$ cat src/hw/rtl/hid_keyboard_report_tracker_defines.svh
// Assertion macros shared by the keyboard report tracker RTL.
`ifndef HID_KEYBOARD_REPORT_TRACKER_DEFINES_SVH
`define HID_KEYBOARD_REPORT_TRACKER_DEFINES_SVH

`ifndef SYNTHESIS
`define HKRT_ASSERT_IMP(label, ante, cons) \
    label: assert property (@(posedge aclk) disable iff (!aresetn) (ante) |-> (cons)) \
        else $error("hkrt assertion failed");
`define HKRT_ASSERT_NEXT(label, ante, cons) \
    label: assert property (@(posedge aclk) disable iff (!aresetn) (ante) |=> (cons)) \
        else $error("hkrt assertion failed");
`else
`define HKRT_ASSERT_IMP(label, ante, cons)
`define HKRT_ASSERT_NEXT(label, ante, cons)
`endif

`endif

$ cat src/hw/rtl/hkrt_pkg.sv
// Types and constants for the keyboard report tracker.
`default_nettype none

package hkrt_pkg;

    localparam int KEY_SLOTS_DEFAULT = 6;
    localparam int REPORT_KEYS       = 6;

    localparam logic [7:0] CODE_NONE = 8'd0;
    localparam logic [7:0] MOD_FIRST = 8'd224;
    localparam logic [7:0] MOD_LAST  = 8'd231;

    // APB register map: one 32-bit register per word
    localparam int         APB_ADDR_W        = 3;
    localparam logic       CFG_REPORT_ENABLE = 1'b0;
    localparam logic       REPORT_ENABLE_RST = 1'b1;

    typedef struct packed {
        logic [7:0] key_code;
        logic       pressed;
    } hkrt_in_t;

    typedef struct packed {
        logic [7:0] modifier_bits;
        logic [7:0] key_slot_0;
        logic [7:0] key_slot_1;
        logic [7:0] key_slot_2;
        logic [7:0] key_slot_3;
        logic [7:0] key_slot_4;
        logic [7:0] key_slot_5;
    } hkrt_out_t;

endpackage

`default_nettype wire

$ cat src/hw/rtl/hkrt_slot_update.sv
// Key slot update: drop matches in the occupied prefix, close up, append on press.
`default_nettype none

module hkrt_slot_update #(
    parameter int KEY_SLOTS = hkrt_pkg::KEY_SLOTS_DEFAULT
) (
    input  hkrt_pkg::hkrt_in_t         evt,
    input  logic [KEY_SLOTS-1:0][7:0]  held,
    output logic [KEY_SLOTS-1:0][7:0]  held_next
);
    import hkrt_pkg::*;

    localparam int CW = $clog2(KEY_SLOTS + 1);
    localparam int IW = (KEY_SLOTS > 1) ? $clog2(KEY_SLOTS) : 1;

    logic [KEY_SLOTS-1:0]         before_ok;   // every slot below s is occupied
    logic [KEY_SLOTS-1:0]         occupied;    // slot s lies in the occupied prefix
    logic [KEY_SLOTS-1:0]         drop;
    logic [KEY_SLOTS-1:0][CW-1:0] pos;
    logic [CW-1:0]                first_empty;
    logic [CW-1:0]                drop_total;
    logic [CW-1:0]                fill;
    logic [KEY_SLOTS-1:0][7:0]    packed_keys;

    always_comb begin
        for (int s = 0; s < KEY_SLOTS; s++) begin
            before_ok[s] = 1'b1;
            for (int j = 0; j < s; j++) begin
                before_ok[s] = before_ok[s] & (held[j] != CODE_NONE);
            end
            occupied[s] = before_ok[s] & (held[s] != CODE_NONE);
            drop[s]     = before_ok[s] & (held[s] == evt.key_code);
        end
    end

    // destination of each kept entry: its index less the drops below it
    always_comb begin
        for (int s = 0; s < KEY_SLOTS; s++) begin
            pos[s] = CW'(s) - CW'($countones(drop & KEY_SLOTS'((32'd1 << s) - 32'd1)));
        end
        first_empty = CW'($countones(occupied));
        drop_total  = CW'($countones(drop));
        fill        = first_empty - drop_total;
    end

    always_comb begin
        for (int d = 0; d < KEY_SLOTS; d++) begin
            packed_keys[d] = CODE_NONE;
            for (int s = d; s < KEY_SLOTS; s++) begin
                if (!drop[s] && (pos[s] == CW'(d))) begin
                    packed_keys[d] = held[s];
                end
            end
        end
        held_next = packed_keys;
        if (evt.pressed && (evt.key_code != CODE_NONE) && (fill < CW'(KEY_SLOTS))) begin
            held_next[fill[IW-1:0]] = evt.key_code;
        end
    end

endmodule

`default_nettype wire

$ cat src/hw/rtl/hid_keyboard_report_tracker.sv
// Keyboard boot report tracker: top level with input stage, state and result register.
`default_nettype none

// Keeps a boot keyboard report: a modifier byte and KEY_SLOTS key slots, all
// zero after reset. A transaction on the s_ channel is registered, applied to
// the report once the input register can advance and, while report_enable is
// set, the updated report is loaded into the m_ result register. The rate is
// one event per cycle while the m_ side takes results (a held result stalls
// s_ready), set by the single-pass slot compare and compaction between the
// input register and the report state. Events with key code 0 leave the
// state alone and return nothing. report_enable sits at APB byte address 0
// (bit 0, reset 1); pready is always high.
module hid_keyboard_report_tracker #(
    parameter int KEY_SLOTS = hkrt_pkg::KEY_SLOTS_DEFAULT
) (
    input  logic                              aclk,
    input  logic                              aresetn,
    input  logic                              s_valid,
    output logic                              s_ready,
    input  hkrt_pkg::hkrt_in_t                s_data,
    output logic                              m_valid,
    input  logic                              m_ready,
    output hkrt_pkg::hkrt_out_t               m_data,
    input  logic                              psel,
    input  logic                              penable,
    input  logic                              pwrite,
    input  logic [hkrt_pkg::APB_ADDR_W-1:0]   paddr,
    input  logic [31:0]                       pwdata,
    output logic [31:0]                       prdata,
    output logic                              pready
);
    import hkrt_pkg::*;

    `include "hid_keyboard_report_tracker_defines.svh"

    logic                      in_valid_reg;
    hkrt_in_t                  in_data_reg;
    logic [KEY_SLOTS-1:0][7:0] held_reg;
    logic [KEY_SLOTS-1:0][7:0] held_next;
    logic [7:0]                modifier_reg;
    logic [7:0]                modifier_next;
    logic                      report_enable_reg;
    logic                      m_valid_reg;
    hkrt_out_t                 m_data_reg;
    hkrt_out_t                 m_data_next;
    logic [REPORT_KEYS-1:0][7:0] report_keys;

    logic       code_valid;
    logic       emit;
    logic       advance;
    logic       is_mod;
    logic [7:0] mod_offset;
    logic [7:0] mod_mask;
    logic       cfg_hit;

    assign code_valid = in_data_reg.key_code != CODE_NONE;
    assign emit       = code_valid && report_enable_reg;
    // an event that yields no result retires without waiting on m_ready
    assign advance    = in_valid_reg && (!emit || !m_valid_reg || m_ready);
    assign s_ready    = !in_valid_reg || advance;

    always_ff @(posedge aclk) begin
        if (!aresetn) begin
            in_valid_reg <= 1'b0;
        end else if (s_valid && s_ready) begin
            in_valid_reg <= 1'b1;
        end else if (advance) begin
            in_valid_reg <= 1'b0;
        end
    end

    always_ff @(posedge aclk) begin
        if (s_valid && s_ready) begin
            in_data_reg <= s_data;
        end
    end

    hkrt_slot_update #(
        .KEY_SLOTS (KEY_SLOTS)
    ) u_slot_update (
        .evt       (in_data_reg),
        .held      (held_reg),
        .held_next (held_next)
    );

    always_comb begin
        is_mod     = (in_data_reg.key_code >= MOD_FIRST) && (in_data_reg.key_code <= MOD_LAST);
        mod_offset = in_data_reg.key_code - MOD_FIRST;
        mod_mask   = 8'd1 << mod_offset[2:0];
        modifier_next = modifier_reg;
        if (is_mod) begin
            if (in_data_reg.pressed) begin
                modifier_next = modifier_reg | mod_mask;
            end else begin
                modifier_next = modifier_reg & ~mod_mask;
            end
        end
    end

    always_ff @(posedge aclk) begin
        if (!aresetn) begin
            held_reg     <= '0;
            modifier_reg <= 8'd0;
        end else if (advance && code_valid) begin
            held_reg     <= held_next;
            modifier_reg <= modifier_next;
        end
    end

    // slots past KEY_SLOTS report as empty
    for (genvar k = 0; k < REPORT_KEYS; k++) begin : g_report
        if (k < KEY_SLOTS) begin : g_slot
            assign report_keys[k] = held_next[k];
        end else begin : g_pad
            assign report_keys[k] = CODE_NONE;
        end
    end

    always_comb begin
        m_data_next.modifier_bits = modifier_next;
        m_data_next.key_slot_0    = report_keys[0];
        m_data_next.key_slot_1    = report_keys[1];
        m_data_next.key_slot_2    = report_keys[2];
        m_data_next.key_slot_3    = report_keys[3];
        m_data_next.key_slot_4    = report_keys[4];
        m_data_next.key_slot_5    = report_keys[5];
    end

    always_ff @(posedge aclk) begin
        if (!aresetn) begin
            m_valid_reg <= 1'b0;
        end else if (advance && emit) begin
            m_valid_reg <= 1'b1;
        end else if (m_ready) begin
            m_valid_reg <= 1'b0;
        end
    end

    always_ff @(posedge aclk) begin
        if (advance && emit) begin
            m_data_reg <= m_data_next;
        end
    end

    assign m_valid = m_valid_reg;
    assign m_data  = m_data_reg;

    // APB register file
    assign pready  = 1'b1;
    assign cfg_hit = paddr[APB_ADDR_W-1:2] == CFG_REPORT_ENABLE;

    always_ff @(posedge aclk) begin
        if (!aresetn) begin
            report_enable_reg <= REPORT_ENABLE_RST;
        end else if (psel && penable && pwrite && pready && cfg_hit) begin
            report_enable_reg <= pwdata[0];
        end
    end

    assign prdata = cfg_hit ? {31'd0, report_enable_reg} : 32'd0;

    `HKRT_ASSERT_IMP(a_stall_cause, !s_ready, in_valid_reg && m_valid_reg && !m_ready)
    `HKRT_ASSERT_NEXT(a_zero_code_keeps_state, advance && !code_valid,
        $stable(held_reg) && $stable(modifier_reg))
    `HKRT_ASSERT_NEXT(a_emit_loads_result, advance && emit, m_valid_reg)

endmodule

`default_nettype wire

$ cat config.mk
export PLATFORM = sky130hd
export DESIGN_NAME = hid_keyboard_report_tracker
export DESIGN_NICKNAME = d
export VERILOG_FILES = /design/src/hw/rtl/hkrt_pkg.sv /design/src/hw/rtl/hkrt_slot_update.sv /design/src/hw/rtl/hid_keyboard_report_tracker.sv
export VERILOG_INCLUDE_DIRS = /design/src /design/src/hw/rtl
export SDC_FILE = /design/constraint.sdc
export NUM_CORES = 1
export LEC_CHECK = 0
export ABC_AREA = 1
export BUFFER_PORTS_ARGS = -buffer_cell sky130_fd_sc_hd__buf_4
export CELL_PAD_IN_SITES_DETAIL_PLACEMENT = 1
export CELL_PAD_IN_SITES_GLOBAL_PLACEMENT = 1
export CORE_ASPECT_RATIO = 0.6
export CORE_MARGIN = 5
export CORE_UTILIZATION = 44
export DETAILED_ROUTE_END_ITERATION = 10
export PLACE_DENSITY_LB_ADDON = 0.1
export SLEW_MARGIN = 0
export SYNTH_ARGS = -nofsm -noshare
export SYNTH_HDL_FRONTEND = slang
export SYNTH_SLANG_ARGS = --single-unit
$ cat constraint.sdc
create_clock -name aclk -period 13.22 [get_ports aclk]
set_input_delay 0.661 -clock aclk [delete_from_list [all_inputs] [get_ports aclk]]
set_output_delay 0.661 -clock aclk [all_outputs]
set_load 0.005 [all_outputs]
==> reports/metrics.csv <==
stage;metric;value;unit
status;run_status;finished clean;
power_and_ir_drop;p_clk_share;32.4;%
floorplan;die-height;120;um
setup_path;critPathMaxFanout;11;
synth;synth_cell_types;44;
drt;met2WireLength;13800;um
placement;dp_cells;1588;
clock_tree;cts_made_buffers;17;
placement;placed_area;0.00937;mm2
drt;wl;33700;um
drt;antenna_left;0;
clock_tree;clk_pin_slew;60;ps
setup_path;path_class;reg2reg;
drt;route.detailed.drc;0;
placement;gp_congestion;0.904;
power_and_ir_drop;p_seq_share;34.3;%
setup_path;r2r_start;in_data_reg[8];
clock_tree;ctsHoldBuffers;0;
clock_tree;clock_sinks;124;
final_layout;fin_area;0.00996;mm2
min_path;hold_depth;1;
sta;fin_ws;5500;ps
final_layout;layout.cells.non_filler;1620;
final_layout;multiInputGateArea;0.00451;mm2
placement;detailed_place_hpwl;23800;um
synth;avgSynthCellArea;6.87;um2
synth;syn-cell-area;0.00884;mm2
min_path;hp-start;s_data[7];
clock_tree;cts_buffer_depth;2;
sta;max_freq;0.130;GHz
synth;synth-async-reset-ratio;0;%
sta;tightestPinTransition;1160;ps
global_route;grt_max_degree;61;
power_and_ir_drop;intPower;944;uW
final_layout;fin_nets;1406;
synth;synth_top_cells_by_area;edfxtp_1, nand2_1, dfxtp_1;
power_and_ir_drop;pwr_density_cell;152;mW/mm2
clock_tree;cts-root-buf;clkbuf_16;
drt;wl_per_cell;20.8;um
floorplan;die_x;193;um
setup_path;reg2regPathDepth;25;
sta;slew_headroom;21.8;%
drt;drt_iter0_drc;819;
final_layout;final-seq-area;0.00313;mm2
min_path;hp-class;in2reg;
drt;vias;8841;
power_and_ir_drop;p_sw_share;37.8;%
setup_path;rrSetupSlack;5500;ps
placement;post-place-ws;5860;ps
sta;final.setup_skew;9.77;ps
drt;dr.pass1.iters;5;
setup_path;timing.rr.end;m_data[23];
sta;setup_viol;0;
synth;synth-edff-count;65;
final_layout;area_delta_synth_final;12.6;%
clock_tree;cts_resized;0;
sta;hold_slack;400;ps
global_route;grt_usage;29.3;%
sta;rsz0062_at_grt;false;
drt;drt-met1-wl;16100;um
sta;post-route-period-util;58.4;%
drt;top_layer;met4;
setup_path;crit_path_end_kind;flip-flop;
clock_tree;cts_tree;yes;
setup_path;critPathArrivalTime;7910;ps
clock_tree;h-tree-depth;4;
synth;ys_ff_latch;124;
power_and_ir_drop;ir_worst_vdd;0.0922;mV
flow_run;drv_cap;0;
floorplan;dieArea;0.0231;mm2
global_route;grt_pass1_wl;51100;um
clock_tree;insertion_delay;440;ps
synth;yosysWarnings;0;
setup_path;critPathLaunchType;flip-flop;
global_route;grt.overflow.total;0;
min_path;holdPathEnd;in_data_reg[7];
power_and_ir_drop;p_comb_share;33.3;%
placement;io_buffers;76;
synth;yosysTopAreaCellShare;22.1;%
setup_path;cp.required;13410;ps
sta;hold_violations;0;
sta;fin_setup_tns;0;ps
final_layout;fillers;2621;
sta;fin_crit;7720;ps
final_layout;layout-drive-gt1-share;11.9;%
final_layout;largest_reg_flops;56;
synth;synthFlopType;edfxtp_1;
floorplan;initial_core_util;44.5;%
floorplan;design.core.area;0.0199;mm2
global_route;first_global_vias;8726;
synth;ys_seq_area_share;35.4;%
final_layout;n_antenna_cell;0;
floorplan;ios;142;
drt;viasPerCell;5.46;
global_route;antenna_found_initial;0;
power_and_ir_drop;switchingPower;574;uW
synth;yosysTopAreaCell;edfxtp_1;
power_and_ir_drop;p_leak;5.01;nW
clock_tree;post_cts_buffers;0;
synth;syn_inst;1288;
sta;slew_violations;0;
floorplan;rows;40;
drt;wl_met3;3290;um
[critical path, cell delays in order, from the launching register on]
cell      delay (ps)
edfxtp_1         970
inv_4            220
nand2_1          120
nand4_1           90
nor4_1           460
inv_1            220
ha_1             590
ha_1             230
inv_1             50
fa_1             570
inv_1             90
ha_1             280
inv_1             50
fa_1             540
inv_1             60
fa_1             540
inv_1             40
ha_1             200
xnor2_1          130
xnor2_1          350
xnor2_2          220
nand4_1          570
inv_1            520
nand2_1          100
nand2_1          190
inv_1             70
[Yosys cell counts, types with 3 or more instances]
cell,instances
nand2_1,393
nand3_1,163
inv_1,135
edfxtp_1,65
a21oi_1,61
dfxtp_1,59
o21ai_0,59
nor2_1,56
clkinv_1,50
buf_4,48
xnor2_1,24
buf_2,20
inv_2,18
ha_1,15
nand4_1,13
xor2_1,12
clkbuf_1,11
nand2_2,10
o21ai_1,8
o211ai_1,7
fa_1,6
nand3b_1,5
nor3_1,5
nor3_2,5
nor4_1,5
o21a_1,5
buf_6,4
nand4_2,4
nor2_4,3
[layout make-up]
cell class              instances  share of cell area (%)
clock buffers                  24                    4.53
clock inverters                 8                    1.43
inverters                     204                    7.71
multi-input cells             905                    45.3
flip-flops and latches        124                    31.4
well taps                     273                    3.43
repair buffers                 82                    6.18
[power by group through the flow]
stage	Sequential (mW)	Clock [mW]	Combinational (mW)
final	0.520	0.491	0.506
after detailed placement	0.524	0	0.493
after global routing	0.523	0.517	0.562
after floorplan	0.503	0	0.336
after global placement	0.523	0	0.476
after CTS	0.518	0.498	0.501
[placed cells by master, fill, tap and decap left out, types with 3 or more instances in the layout]
master / instances
nand2_1: 393
nand3_1: 163
inv_1: 135
buf_4: 82
edfxtp_1: 65
a21oi_1: 61
o21ai_0: 59
dfxtp_1: 59
nor2_1: 55
clkinv_1: 50
conb_1: 32
xnor2_1: 24
inv_2: 18
clkbuf_16: 17
ha_1: 15
nand4_1: 13
xor2_1: 12
nand2_2: 10
o21ai_1: 8
o211ai_1: 7
clkbuf_1: 7
fa_1: 6
nand3b_1: 5
nor3_2: 5
nor4_1: 5
nor3_1: 5
o21a_1: 5
nand4_2: 4
nor2_4: 4
bufinv_16: 4
clkinv_2: 3
[cell families after synthesis]
kind of cell / count (synthesis) / synth area share (%)
simple gates: 670 / 33.5
buf+inv: 289 / 15.0
compound gates: 145 / 8.84
flops: 124 / 35.4
xor+xnor: 37 / 3.75
fa+ha+maj: 21 / 3.48
other cells: 2 / 0.0849
[worst max-delay path by stage]
stage	startpoint	to
final	in_data_reg[8]	m_data[23]
after detailed placement	in_data_reg[8]	m_data[23]
after CTS	in_data_reg[8]	m_data[23]
after floorplan	in_data_reg[1]	m_data[16]
after global routing	in_data_reg[8]	m_data[23]
after global placement	in_data_reg[8]	m_data[23]
[layer usage]
layer / vias to the layer above / GRT usage (%)
met5: - / 0
met4: 0 / 7.56
met3: 49 / 8.69
met2: 371 / 40.8
met1: 4300 / 43.9
li1: 4121 / -
[per-stage QoR]
stage	power, mW	utilization (%)
after global placement	0.999	47.1
after global routing	1.60	50.1
after detailed placement	1.02	47.1
after floorplan	0.838	-
after CTS	1.52	50.1
final	1.52	50.1
(Power assumes the default switching activity.)
